**src/rtl/core/hcbp_pkg.sv**
```systemverilog
package hcbp_pkg;

    localparam int MAX_CODE_LEN  = 16;
    localparam int ALPHABET_SIZE = 256;

    localparam int SYM_W    = 8;
    localparam int CODE_W   = 16;
    localparam int LEN_W    = 5;
    localparam int REQ_W    = 2;
    localparam int BYTE_W   = 8;
    localparam int NBITS_W  = 4;
    localparam int ACC_W    = 7;
    localparam int PEND_W   = 3;
    localparam int COMB_W   = ACC_W + CODE_W;
    localparam int TOTAL_W  = $clog2(COMB_W + 1);
    localparam int LEN_CAP  = (MAX_CODE_LEN < CODE_W) ? MAX_CODE_LEN : CODE_W;

    localparam int TBL_DEPTH = ALPHABET_SIZE;
    localparam int TBL_AW    = $clog2(TBL_DEPTH);
    localparam int ENTRY_W   = CODE_W + LEN_W;

    localparam int OQ_DEPTH = 4;
    localparam int OQ_AW    = $clog2(OQ_DEPTH);
    localparam int OQ_CNT_W = $clog2(OQ_DEPTH + 1);

    localparam logic [REQ_W-1:0] REQ_LOAD   = 2'd0;
    localparam logic [REQ_W-1:0] REQ_ENCODE = 2'd1;
    localparam logic [REQ_W-1:0] REQ_FLUSH  = 2'd2;

    typedef struct packed {
        logic [REQ_W-1:0]  req_type;
        logic [SYM_W-1:0]  symbol;
        logic [CODE_W-1:0] code_bits;
        logic [LEN_W-1:0]  code_len;
    } t_in;

    typedef struct packed {
        logic [BYTE_W-1:0]  out_byte;
        logic [NBITS_W-1:0] valid_bits;
        logic               last;
    } t_out;

    typedef struct packed {
        logic              vld;
        logic [REQ_W-1:0]  req_type;
        logic              hit;
        logic [CODE_W-1:0] code;
        logic [LEN_W-1:0]  len;
    } t_lookup;

    typedef struct packed {
        logic [1:0] count;
        t_out       res0;
        t_out       res1;
    } t_emit;

endpackage

```
**src/rtl/core/hcbp_pack.sv**
```systemverilog
module hcbp_pack (
    input  logic              i_clk,
    input  logic              i_rst_n,
    input  hcbp_pkg::t_lookup i_lookup,
    input  logic              i_fire,
    output hcbp_pkg::t_emit   o_emit
);

    logic [hcbp_pkg::ACC_W-1:0]   r_acc;
    logic [hcbp_pkg::PEND_W-1:0]  r_pend;
    logic [hcbp_pkg::ACC_W-1:0]   n_acc;
    logic [hcbp_pkg::PEND_W-1:0]  n_pend;

    logic [hcbp_pkg::LEN_W-1:0]   clen;
    logic [hcbp_pkg::CODE_W-1:0]  mask;
    logic [hcbp_pkg::CODE_W-1:0]  code_m;
    logic [hcbp_pkg::COMB_W-1:0]  comb;
    logic [hcbp_pkg::TOTAL_W-1:0] total;
    logic [hcbp_pkg::BYTE_W-1:0]  byte0;
    logic [hcbp_pkg::BYTE_W-1:0]  byte1;
    logic [hcbp_pkg::PEND_W-1:0]  rem;
    logic [hcbp_pkg::ACC_W-1:0]   rem_mask;

    assign clen     = i_lookup.hit ? i_lookup.len : '0;
    assign mask     = hcbp_pkg::CODE_W'(((hcbp_pkg::CODE_W+1)'(1) << clen)
                    - (hcbp_pkg::CODE_W+1)'(1));
    assign code_m   = i_lookup.code & mask;
    assign comb     = (hcbp_pkg::COMB_W'(r_acc) << clen) | hcbp_pkg::COMB_W'(code_m);
    assign total    = hcbp_pkg::TOTAL_W'(r_pend) + hcbp_pkg::TOTAL_W'(clen);
    assign byte0    = hcbp_pkg::BYTE_W'(comb >> (total - hcbp_pkg::TOTAL_W'(8)));
    assign byte1    = hcbp_pkg::BYTE_W'(comb >> (total - hcbp_pkg::TOTAL_W'(16)));
    assign rem      = total[hcbp_pkg::PEND_W-1:0];
    assign rem_mask = hcbp_pkg::ACC_W'((8'd1 << rem) - 8'd1);

    always_comb begin
        o_emit = '0;
        n_acc  = r_acc;
        n_pend = r_pend;
        unique case (i_lookup.req_type)
            hcbp_pkg::REQ_ENCODE: begin
                o_emit.res0 = '{out_byte: byte0, valid_bits: 4'd8, last: 1'b1};
                if (total >= hcbp_pkg::TOTAL_W'(16)) begin
                    o_emit.count     = 2'd2;
                    o_emit.res0.last = 1'b0;
                    o_emit.res1 = '{out_byte: byte1, valid_bits: 4'd8, last: 1'b1};
                end else if (total >= hcbp_pkg::TOTAL_W'(8)) begin
                    o_emit.count = 2'd1;
                end
                n_acc  = hcbp_pkg::ACC_W'(comb) & rem_mask;
                n_pend = rem;
            end
            hcbp_pkg::REQ_FLUSH: begin
                if (r_pend != '0) begin
                    o_emit.count = 2'd1;
                    o_emit.res0.out_byte = hcbp_pkg::BYTE_W'(
                        {1'b0, r_acc} << (4'd8 - {1'b0, r_pend}));
                    o_emit.res0.valid_bits = hcbp_pkg::NBITS_W'(r_pend);
                    o_emit.res0.last = 1'b1;
                end
                n_acc  = '0;
                n_pend = '0;
            end
            default: begin
            end
        endcase
    end

    always_ff @(posedge i_clk) begin
        if (!i_rst_n) begin
            r_acc  <= '0;
            r_pend <= '0;
        end else if (i_fire) begin
            r_acc  <= n_acc;
            r_pend <= n_pend;
        end
    end

endmodule

```
**config.mk**
```make
export PLATFORM = sky130hd
export DESIGN_NAME = hcbp_pack
export DESIGN_NICKNAME = d
export VERILOG_FILES = /design/src/rtl/core/hcbp_pkg.sv /design/src/rtl/core/hcbp_pack.sv
export SDC_FILE = /design/constraint.sdc
export NUM_CORES = 1
export LEC_CHECK = 0
export ABC_AREA = 1
export BUFFER_PORTS_ARGS = -buffer_cell sky130_fd_sc_hd__buf_4
export CORE_UTILIZATION = 45
export CTS_CLUSTER_SIZE = 25
export DETAILED_ROUTE_END_ITERATION = 8
export PLACE_DENSITY = 0.66
export SLEW_MARGIN = 20
export SYNTH_ARGS = -nofsm -noshare
export SYNTH_HDL_FRONTEND = slang
export SYNTH_SLANG_ARGS = --single-unit
```
**constraint.sdc**
```tcl
create_clock -name i_clk -period 4.5 [get_ports i_clk]
set_input_delay 0.675 -clock i_clk [delete_from_list [all_inputs] [get_ports i_clk]]
set_output_delay 0.675 -clock i_clk [all_outputs]
set_load 0.1 [all_outputs]
```
==> qor.csv <==
metric,value,unit
row_count,30,
critPathKind,primary input to primary output,
rsz0062_at_grt,no,
drt-pass1-iter-count,6,
final_nets,680,
crit_slowest_cell,buf_4,
path_max_fanout,16,
crit_chain,buf_4 -> nand2_4 -> nor2_2 -> inv_1 -> nand2_1 -> inv_1 -> ha_1 -> or2_0 -> nand2_1 -> nand2_1 -> a22oi_1 -> buf_4 -> ha_1 -> nor2_1 -> inv_1 -> nand2_1 -> nand2_1 -> a21oi_4 -> buf_4,
max_freq,241,MHz
async_reset_ff_frac,0,
core,6790,um^2
synthTopCellsByArea,"nand3_1, nand2_1, dfxtp_1",
drtIter0Drc,413,
multi_input_area,2700,um^2
maxCapViolations,0,
wl,11300,um
syn_area,3150,um^2
yosysMostFrequentCell,nand3_1,
start_util,0.464,
grt_antenna_before_repair,0,
min_period,4160,ps
yosysTopAreaCellShare,0.256,
die_w,85.7,um
synth_edf_count,0,
cts_tree,done,
cp_common_cell,nand2_1,
ys_warn_count,0,
cts.clk_slew.worst_paths,40,ps
place_congestion,0.948,
syn_area_per_cell,5.23,um^2
regArea,200,um^2
antennaDiodeCount,0,
p_leak,1.77,nW
routedWlPerCell,15.3,um
ir_drop,0.000219,V
worst_pin_slew,895,ps
dieArea,7340,um^2
drive_gt1_frac,0.179,
cts.sink_count,10,
hpwl,9300,um
placedCellCount,733,
relSlewSlack,0.403,
hold_path_class,flip-flop to flip-flop,
post_cts_resized,0,
syn_inst,603,
grt_pass1_vias,3780,
pre_cts_slack,350,ps
ys.flop_type,dfxtp_1,
cts_buffer_depth,2,
htree_levels,1,
final_hold_viol_count,0,
fin_crit_sh,0.924,
grt_max_degree,25,
drtAntennaViolNets,0,
vias_per_cell,5.71,
status,"complete, no violations",
finalPower,0.696,mW
path_buf_inv,6,
clk_latency,230,ps
postLayoutSetupSlackWorst,344,ps
layoutNonFillerInstCount,737,
yosysTopAreaCell,nand3_1,
crit_path_end_kind,primary output,
powerDensity,185,nW/um^2
startpoint_type,primary input,
die_y,85.7,um
drc,0,
finalSetupViolations,0,
final_util,0.555,
crit_path_max_incr_delay,310,ps
vias,4207,
ctsHoldBuffers,0,
crit_required,3830,ps
syn2layout_area_growth,19.5,%
cp_top_family,simple AND/OR/NAND/NOR gates,
synth.distinct_cells,44,
ys_seq_elements,10,
crit_arrival,3480,ps
ios,56,
fin_worst_skew,0.962,ps
globalRouteTotalUtil,0.314,
slew_violations,0,
grt_remaining_overflow,0,
root_buffer,clkbuf_8,
fillCellCount,734,
cts_setup_buffers,0,
final_area,3770,um^2
grt_pass1_wl,18200,um
synth.top_cells.by_count,"nand3_1, nand2_1, inv_1",
placed_cell_area,3710,um^2
ys_seq_area_frac,0.0635,
cts_buffers,3,
io_buffers,51,
-- layout by cell type (no fill, tap or decap), drive strengths merged, types with 2 or more instances in the layout --
cell / n
o22ai: 4
dfxtp: 10
a22oi: 2
a21boi: 2
or2: 2
mux2i: 2
ha: 10
o211ai: 6
a31oi: 3
clkbuf: 4
nor3: 15
conb: 3
o21ai: 34
nand4: 9
a21oi: 40
clkinv: 3
nor2: 49
inv: 59
buf: 61
o21a: 2
nand2: 151
nand3: 161
a22o: 2
-- cell families after synthesis --
logic type / after synthesis / synth area share
compound gates: 99 / 0.187
xor+xnor: 1 / 0.00873
fa+ha+maj: 10 / 0.0397
buf+inv: 91 / 0.125
flops: 10 / 0.0635
mux: 2 / 0.00635
other cells: 1 / 0.00119
simple gates: 389 / 0.569
-- worst paths after layout --
| kind | start | to | slack [ps] | cells after the start |
|---|---|---|---|---|
| max | i_lookup[21] | o_emit[21] | 340 | 19 |
| min | r_acc[5] | r_acc[5] | 490 | 2 |
| max reg2reg | r_pend[1] | r_acc[6] | 1490 | 18 |
| min reg2reg | r_acc[5] | r_acc[5] | 490 | 2 |
-- power breakdown --
| part | switching (mW) | leakage [nW] | internal, mW |
|---|---|---|---|
| logic | 0.347 | 1.66 | 0.143 |
| registers | 0.00495 | 0.0809 | 0.0922 |
| clock network | 0.0323 | 0.0288 | 0.0766 |
-- flip-flops by register name, indices dropped and copies added, names as in the netlist --
signal  cells
r_acc       7
r_pend      3
-- per-layer routing --
metal / up-vias / track usage / part of all wire
li1: 2137 / - / -
met1: 1906 / 0.427 / 0.47
met2: 140 / 0.528 / 0.47
met3: 24 / 0.0125 / 0.038
met4: 0 / 0.112 / 0.028
met5: - / 0 / 0
-- per-stage QoR --
step	hold slack, ps	TNS [ps]
CTS	483	0
detailed placement	476	0
floorplan	458	-3190
global route	506	0
finish	489	0
global placement	471	0
-- area by class of cell --
cell class / count / area share
repair buffers: 61 / 0.122
flip-flops and latches: 10 / 0.0531
well taps: 96 / 0.0319
inverters: 62 / 0.0618
multi-input cells: 504 / 0.717
clock buffers: 4 / 0.0146
-- worst reg2reg max path, cell delays in order, from the launching register on --
cell and delay, ps:
dfxtp_1 340, inv_1 110, nor2_2 150, inv_1 50
nand2_1 50, inv_1 40, ha_1 180, or2_0 230
or2_0 200, nand2_1 170, inv_2 90, nor2_1 150
inv_1 110, ha_1 210, inv_1 110, o21ai_0 120
a211oi_1 290, o211ai_1 190, a21oi_1 150
(Power assumes the default switching activity.)
