### src/rtl/core/hcbp_pkg.sv
package hcbp_pkg;

    localparam int MAX_CODE_LEN  = 16;
    localparam int ALPHABET_SIZE = 256;

    localparam int SYM_W    = 8;
    localparam int CODE_W   = 16;
    localparam int LEN_W    = 5;
    localparam int REQ_W    = 2;
    localparam int BYTE_W   = 8;
    localparam int NBITS_W  = 4;
    localparam int ACC_W    = 7;
    localparam int PEND_W   = 3;
    localparam int COMB_W   = ACC_W + CODE_W;
    localparam int TOTAL_W  = $clog2(COMB_W + 1);
    localparam int LEN_CAP  = (MAX_CODE_LEN < CODE_W) ? MAX_CODE_LEN : CODE_W;

    localparam int TBL_DEPTH = ALPHABET_SIZE;
    localparam int TBL_AW    = $clog2(TBL_DEPTH);
    localparam int ENTRY_W   = CODE_W + LEN_W;

    localparam int OQ_DEPTH = 4;
    localparam int OQ_AW    = $clog2(OQ_DEPTH);
    localparam int OQ_CNT_W = $clog2(OQ_DEPTH + 1);

    localparam logic [REQ_W-1:0] REQ_LOAD   = 2'd0;
    localparam logic [REQ_W-1:0] REQ_ENCODE = 2'd1;
    localparam logic [REQ_W-1:0] REQ_FLUSH  = 2'd2;

    typedef struct packed {
        logic [REQ_W-1:0]  req_type;
        logic [SYM_W-1:0]  symbol;
        logic [CODE_W-1:0] code_bits;
        logic [LEN_W-1:0]  code_len;
    } t_in;

    typedef struct packed {
        logic [BYTE_W-1:0]  out_byte;
        logic [NBITS_W-1:0] valid_bits;
        logic               last;
    } t_out;

    typedef struct packed {
        logic              vld;
        logic [REQ_W-1:0]  req_type;
        logic              hit;
        logic [CODE_W-1:0] code;
        logic [LEN_W-1:0]  len;
    } t_lookup;

    typedef struct packed {
        logic [1:0] count;
        t_out       res0;
        t_out       res1;
    } t_emit;

endpackage

### src/rtl/core/hcbp_outq.sv
module hcbp_outq (
    input  logic            i_clk,
    input  logic            i_rst_n,
    input  logic            i_fire,
    input  hcbp_pkg::t_emit i_emit,
    output logic            o_room,
    output logic            o_valid,
    output hcbp_pkg::t_out  o_data,
    input  logic            i_stall
);

    hcbp_pkg::t_out                r_q [hcbp_pkg::OQ_DEPTH];
    logic [hcbp_pkg::OQ_AW-1:0]    r_wr;
    logic [hcbp_pkg::OQ_AW-1:0]    r_rd;
    logic [hcbp_pkg::OQ_CNT_W-1:0] r_cnt;

    logic [1:0]                    push;
    logic                          pop;
    logic [hcbp_pkg::OQ_AW-1:0]    wr1;

    assign push    = i_fire ? i_emit.count : 2'd0;
    assign pop     = o_valid && !i_stall;
    assign wr1     = r_wr + hcbp_pkg::OQ_AW'(1);
    assign o_room  = (r_cnt <= hcbp_pkg::OQ_CNT_W'(hcbp_pkg::OQ_DEPTH - 2));
    assign o_valid = (r_cnt != '0);
    assign o_data  = r_q[r_rd];

    always_ff @(posedge i_clk) begin
        if (push != 2'd0) begin
            r_q[r_wr] <= i_emit.res0;
        end
        if (push == 2'd2) begin
            r_q[wr1] <= i_emit.res1;
        end
    end

    always_ff @(posedge i_clk) begin
        if (!i_rst_n) begin
            r_wr  <= '0;
            r_rd  <= '0;
            r_cnt <= '0;
        end else begin
            r_wr  <= r_wr + hcbp_pkg::OQ_AW'(push);
            r_rd  <= r_rd + hcbp_pkg::OQ_AW'(pop);
            r_cnt <= r_cnt + hcbp_pkg::OQ_CNT_W'(push) - hcbp_pkg::OQ_CNT_W'(pop);
        end
    end

endmodule

### config.mk
export PLATFORM = sky130hd
export DESIGN_NAME = hcbp_outq
export DESIGN_NICKNAME = d
export VERILOG_FILES = /design/src/rtl/core/hcbp_pkg.sv /design/src/rtl/core/hcbp_outq.sv
export SDC_FILE = /design/constraint.sdc
export NUM_CORES = 1
export LEC_CHECK = 0
export BUFFER_PORTS_ARGS = -buffer_cell sky130_fd_sc_hd__buf_2
export CAP_MARGIN = 20
export CORE_UTILIZATION = 50
export CTS_CLUSTER_SIZE = 28
export DETAILED_ROUTE_END_ITERATION = 16
export PLACE_DENSITY = 0.72
export SKIP_CTS_REPAIR_TIMING = 1
export SYNTH_ARGS = -nofsm -noshare
export SYNTH_HDL_FRONTEND = slang
export SYNTH_SLANG_ARGS = --single-unit
### constraint.sdc
create_clock -name i_clk -period 3.8 [get_ports i_clk]
set_clock_uncertainty 0.15 [all_clocks]
set_input_delay 0.38 -clock i_clk [delete_from_list [all_inputs] [get_ports i_clk]]
set_output_delay 0.38 -clock i_clk [all_outputs]
set_load 0.005 [all_outputs]
==> flow_metrics.env, run 1 <==
export IMPL_worstSetupStartpointType="flop"
export IMPL_grt_use_total_pct=21.5
export IMPL_finalMaxSlewViolations=0
export IMPL_synth_top_family_by_area="multiplexers"
export IMPL_dpl_cell_area_sq_um=3310
export IMPL_clk_pin_slew_ns=0.06
export IMPL_synthCells=180
export IMPL_fill_cells=423
export IMPL_place_ws_ns=1.23
export IMPL_vias=1743
export IMPL_rsz0062_at_grt="false"
export IMPL_postLayoutSetupSlackWorst_ns=1.39
export IMPL_seq_area_sq_um=1700
export IMPL_p_leak_nw=1.26
export IMPL_tightest_slew_ns=0.804
export IMPL_multi_input_comb_area_sq_um=1250
export IMPL_start_util_pct=53.2
export IMPL_min_to="r_wr[1]$_SDFF_PN0_"
export IMPL_synth_compound_area_share_pct=1.67
export IMPL_fin_crit_sh_pct=63.4
export IMPL_htree_levels=3
export IMPL_total_power_mw=1.63
export IMPL_max_freq_mhz=415
export IMPL_clock_sinks=59
export IMPL_crit_type="flop to flop"
export IMPL_cpPeakStageDelay_ns=0.50
export IMPL_ys_warn_count=0
export IMPL_layout_commonest_cell="edfxtp_1"
export IMPL_area_growth_pct=15.7
export IMPL_cts_tree="done"
export IMPL_yosys_area_share_adder_pct=1.92
export IMPL_clk_latency_ns=0.33
export IMPL_die_x_um=79.5
export IMPL_status="finished, final reports clean"
export IMPL_final_nets=268
export IMPL_dieArea_sq_um=6320
export IMPL_setup_viol=0
export IMPL_coreArea_sq_um=5640
export IMPL_root_buffer="clkbuf_8"
export IMPL_seq_area_frac_synth_pct=56.6
export IMPL_drtAntennaViolNets=0
export IMPL_num_io_pins=47
export IMPL_first_pass_iters=4
export IMPL_syn_num_nets=216
export IMPL_most_common_layout_cells="edfxtp_1 (52), buf_2 (46), mux2_2 (43)"
export IMPL_io_buffers=46
export IMPL_cp_end_kind="flop"
export IMPL_place_congestion=0.806
export IMPL_slowest_stage="nor3_1"
export IMPL_drive_above_1_share_pct=55.3
export IMPL_r2r_slack_ns=1.39
export IMPL_worstHoldPathCells=2
export IMPL_via_per_inst=5.64
export IMPL_synthMuxAreaShare_pct=30.9
export IMPL_routed_wl_mm=5.99
export IMPL_syn_cell_area_sq_um=3000
export IMPL_hp_class="primary input to flop"
export IMPL_ys_types=32
export IMPL_synth_seq_cells=59
export IMPL_rr_endpoint="r_cnt[2]$_SDFF_PN0_"
export IMPL_cts_buffers=9
export IMPL_grt_overflow_total=0
export IMPL_cp_arrival_ns=2.48
export IMPL_routedWlPerCell_um=19.4
export IMPL_r2r_start="r_cnt[2]$_SDFF_PN0_"
export IMPL_grt_pass1_wl_mm=9.73
export IMPL_maxSlewHeadroom_pct=46.4
export IMPL_worstPathMaxFanout=7
export IMPL_ir_worst_vdd_mv=0.255
export IMPL_final_setup_tns_ns=0
export IMPL_rows=27
export IMPL_min_period_ns=2.41
export IMPL_grt_pass1_vias=1849
export IMPL_worst_ep_required_time_ns=3.88
export IMPL_p_per_area_nw_per_um2=470
export IMPL_cap_violations=0
export IMPL_die_h_um=79.5
export IMPL_grt_max_degree=17
export IMPL_clock_path_buffers=2
export IMPL_synth_xor_area_share_pct=1.17
export IMPL_fin_area_sq_um=3480
export IMPL_hold_path_startpoint="i_rst_n"
export IMPL_path_cells="nor3_1, o21ai_0, nand2b_1, ha_1, inv_1, fa_1, xor2_1, xnor2_1, and2_1"
export IMPL_antenna_found_initial=0
export IMPL_antenna_cells=0
export IMPL_detailed_place_hpwl_mm=3.89
export IMPL_syn_avg_cell_area_sq_um=16.7
export IMPL_final_hold_violation_count=0
export IMPL_dr_first_iter_drc_count=95
export IMPL_reg2regPathDepth=9
export IMPL_synth_simple_area_share_pct=5.54
export IMPL_remaining_drc_errors=0
-- per-layer routing --
| metal | up-vias | routed length [um] | global-route usage, % |
|---|---|---|---|
| met5 | - | 0 | 0 |
| met4 | 0 | 54 | 6.55 |
| met3 | 7 | 207 | 6.06 |
| met2 | 33 | 3010 | 34.5 |
| met1 | 890 | 2720 | 28.4 |
| li1 | 813 | - | - |
-- worst max-delay path: cells and delay by family (launching register included) --
kind	cells	cell delay, ns
AO/OA/AOI/OAI	1	0.17
XOR/XNOR	2	0.29
adder cells (fa/ha/maj)	2	0.53
buffers and inverters	1	0.05
flip-flops	1	0.33
AND/OR/NAND/NOR	3	0.77
-- synthesized netlist by cell type --
cell type,count,area [sq um]
buf_4,1,7.51
nand2_2,1,6.26
buf_6,1,11.3
nor4_1,1,6.26
o21ai_0,3,15.0
clkbuf_1,3,11.3
inv_1,3,11.3
or4b_1,1,10.0
nor4b_2,1,15.0
a21boi_0,2,15.0
buf_2,5,25.0
nand2_1,2,7.51
nand2b_1,2,12.5
and2_1,5,31.3
mux2_4,10,150
xnor2_1,2,17.5
a21oi_1,1,5.00
nor3_1,4,20.0
dfxtp_1,7,140
nor4bb_1,1,10.0
edfxtp_1,52,1560
mux2_2,43,484
nor2_1,2,7.51
fa_1,1,20.0
and3_1,1,6.26
ha_1,3,37.5
or3_1,2,12.5
o21a_1,2,15.0
mux4_2,13,293
nor2b_1,1,6.26
xor2_1,2,17.5
nor3b_1,2,15.0
-- how the worst max path moves through the flow --
stage          slack (ns)           startpoint                  end
4_1_cts              1.10   r_rd[0]$_SDFF_PN0_            o_data[6]
3_3_place_gp         1.39           i_emit[26]  r_cnt[2]$_SDFF_PN0_
5_1_grt              1.17  r_cnt[2]$_SDFF_PN0_  r_cnt[2]$_SDFF_PN0_
2_1_floorplan        1.45           i_emit[26]  r_cnt[2]$_SDFF_PN0_
3_5_place_dp         1.23           i_emit[26]  r_cnt[2]$_SDFF_PN0_
6_report             1.39  r_cnt[2]$_SDFF_PN0_  r_cnt[2]$_SDFF_PN0_
-- sequential cells by signal, indices dropped and copies added (netlist names) --
name,flops
r_q,52
r_rd,2
r_wr,2
r_cnt,3
-- report_power, final --
group          switching (mW)  internal (mW)
clock network           0.224          0.226
registers              0.0450          0.761
logic                   0.167          0.210
total                   0.435           1.20
-- final cells by class --
cell class | instances | area share, %
inverters | 3 | 0.324
flip-flops and latches | 59 | 48.9
repair buffers | 51 | 7.92
multi-input cells | 108 | 35.9
clock buffers | 11 | 3.78
well taps | 72 | 2.59
clock inverters | 5 | 0.576
-- kinds of logic after synthesis --
kind of cell    after synthesis
fa+ha+maj                     4
flops                        59
buf+inv                      13
xor+xnor                      4
mux                          66
compound gates                8
simple gates                 26
-- stage by stage --
stage	util, %	hold slack [ns]	std cells
after floorplan	-	0.352	180
after CTS	61.4	0.173	308
after global routing	61.6	0.192	309
final	61.6	0.179	309
after detailed placement	58.7	0.475	292
after global placement	58.7	0.433	292
Power figures use the tool's default switching activity.
==> run 2: changes to the inputs <==
--- a/config.mk
+++ b/config.mk
@@ -10,7 +10,7 @@
 export CORE_UTILIZATION = 50
 export CTS_CLUSTER_SIZE = 28
 export DETAILED_ROUTE_END_ITERATION = 16
-export PLACE_DENSITY = 0.72
+export PLACE_DENSITY = 0.75
 export SKIP_CTS_REPAIR_TIMING = 1
 export SYNTH_ARGS = -nofsm -noshare
 export SYNTH_HDL_FRONTEND = slang
==> constraint.sdc (replaced) <==
create_clock -name i_clk -period 2.1 [get_ports i_clk]
set_clock_uncertainty 0.15 [all_clocks]
set_input_delay 0.21 -clock i_clk [delete_from_list [all_inputs] [get_ports i_clk]]
set_output_delay 0.21 -clock i_clk [all_outputs]
set_load 0.005 [all_outputs]
==> flow_metrics.env, run 2 (synthesis results as in run 1) <==
export IMPL_status="finished, final reports clean"
export IMPL_final_hold_violation_count=0
export IMPL_num_io_pins=47
export IMPL_max_freq_mhz=489
export IMPL_grt_pass1_vias=1771
export IMPL_routed_wl_mm=5.80
export IMPL_fin_crit_sh_pct=97.3
export IMPL_rr_endpoint="r_cnt[2]$_SDFF_PN0_"
export IMPL_worstHoldPathCells=2
export IMPL_largest_register_ffs=52
export IMPL_tightest_slew_ns=0.725
export IMPL_cts_buffers=9
export IMPL_rows=27
export IMPL_crit_type="flop to primary output"
export IMPL_min_period_ns=2.04
export IMPL_htree_levels=3
export IMPL_cts_tree="done"
export IMPL_finalMaxSlewViolations=0
export IMPL_coreArea_sq_um=5640
export IMPL_final_setup_tns_ns=0
export IMPL_final_nets=277
export IMPL_start_util_pct=53.2
export IMPL_clock_path_buffers=2
export IMPL_rsz0062_at_grt="false"
export IMPL_worst_ep_required_time_ns=1.74
export IMPL_top_regs="r_q: 52 flops, r_cnt: 3 flops"
export IMPL_reg2regPathDepth=9
export IMPL_p_int_mw=2.40
export IMPL_min_to="r_cnt[0]$_SDFF_PN0_"
export IMPL_layout_commonest_cell="edfxtp_1"
export IMPL_worstSetupStartpointType="flop"
export IMPL_p_switching_mw=0.811
export IMPL_antenna_cells=0
export IMPL_dieArea_sq_um=6320
export IMPL_dr_first_iter_drc_count=78
export IMPL_clk_latency_ns=0.33
export IMPL_most_common_layout_cells="edfxtp_1 (52), buf_2 (46), mux2_2 (43)"
export IMPL_p_leak_nw=1.35
export IMPL_clock_power_share_pct=31.8
export IMPL_clock_sinks=59
export IMPL_die_h_um=79.5
export IMPL_maxSlewHeadroom_pct=51.6
export IMPL_drtAntennaViolNets=0
export IMPL_area_growth_pct=20.5
export IMPL_hold_path_startpoint="i_rst_n"
export IMPL_grt_use_total_pct=20.3
export IMPL_grt_overflow_total=0
export IMPL_r2r_start="r_cnt[0]$_SDFF_PN0_"
export IMPL_detailed_place_hpwl_mm=3.76
export IMPL_fin_area_sq_um=3620
export IMPL_drive_above_1_share_pct=60.2
export IMPL_vias=1779
export IMPL_via_per_inst=5.59
export IMPL_r2r_slack_ns=0.14
export IMPL_place_congestion=0.770
export IMPL_antenna_found_initial=0
export IMPL_netSwitchingFraction_pct=25.2
export IMPL_clk_pin_slew_ns=0.06
export IMPL_cp_arrival_ns=1.68
export IMPL_grt_max_degree=16
export IMPL_setup_viol=0
export IMPL_ir_worst_vdd_mv=0.490
export IMPL_cp_end_kind="primary output"
export IMPL_die_x_um=79.5
export IMPL_remaining_drc_errors=0
export IMPL_first_pass_iters=4
export IMPL_pwr_share_seq_pct=45.1
export IMPL_worstPathMaxFanout=15
export IMPL_p_per_area_nw_per_um2=887
export IMPL_fill_cells=426
export IMPL_dpl_cell_area_sq_um=3410
export IMPL_grt_pass1_wl_mm=9.05
export IMPL_top_register="r_q"
export IMPL_root_buffer="clkbuf_8"
export IMPL_power_frac_comb_pct=23.1
export IMPL_cap_violations=0
export IMPL_io_buffers=46
export IMPL_hp_class="primary input to flop"
export IMPL_routedWlPerCell_um=18.2
==> run 2: cell types whose count changed in the layout (fill, tap and decap cells not counted), sizes merged <==
cell	previous run	this run
clkbuf	11	15
clkinv	5	1
buf	51	60
==> run 2: how the worst max path moves through the flow <==
| stage | start | to | slack (ns) | cells past startpoint |
|---|---|---|---|---|
| 3_3_place_gp | i_fire | r_cnt[2]$_SDFF_PN0_ | 0.1 | 10 |
| 2_1_floorplan | i_emit[26] | r_cnt[2]$_SDFF_PN0_ | 0.03 | 10 |
| 5_1_grt | r_rd[1]$_SDFF_PN0_ | o_data[12] | 0.003 | 2 |
| 3_5_place_dp | i_fire | r_cnt[2]$_SDFF_PN0_ | 0.05 | 10 |
| 6_report | r_rd[1]$_SDFF_PN0_ | o_data[12] | 0.06 | 2 |
| 4_1_cts | r_rd[1]$_SDFF_PN0_ | o_data[12] | 0.02 | 2 |
==> run 2: critical path: stages (launching register included) <==
cell     delay, ns
dfxtp_1       0.79
mux4_2        0.42
buf_2         0.14
==> run 2: power groups by stage <==
stage / registers (mW) / logic (mW) / clock network, mW
finish: 1.45 / 0.742 / 1.02
global route: 1.46 / 0.816 / 1.08
CTS: 1.44 / 0.748 / 1.04
detailed placement: 1.46 / 0.745 / 0
floorplan: 1.43 / 0.487 / 0
global placement: 1.46 / 0.732 / 0
==> run 2: layout make-up <==
type / instances / area, sq um / area share, %
Timing Repair Buffer: 60 / 348 / 9.61
Clock inverter: 1 / 5.00 / 0.138
Sequential cell: 59 / 1700 / 47.0
Inverter: 3 / 11.3 / 0.311
Tap cell: 72 / 90.1 / 2.49
Multi-Input combinational cell: 108 / 1270 / 35.0
Clock buffer: 15 / 198 / 5.46
==> run 2: layer usage <==
metal,GRT usage [%],wire [um],up-vias
li1,-,-,834
met1,25.6,2470,885
met2,33.2,2880,50
met3,4.23,343,10
met4,9.82,95,0
met5,0,0,-
==> run 2: per-stage QoR <==
step	cells	setup slack, ns	hold WS (ns)	utilization, %	power, mW
6_report	318	0.0561	0.0181	64.2	3.21
2_1_floorplan	180	0.0277	0.182	-	1.92
3_3_place_gp	302	0.0998	0.358	60.5	2.19
3_5_place_dp	302	0.0453	0.363	60.5	2.21
5_1_grt	318	0.00260	0.0262	64.2	3.36
4_1_cts	318	0.0190	0.0132	64.0	3.23
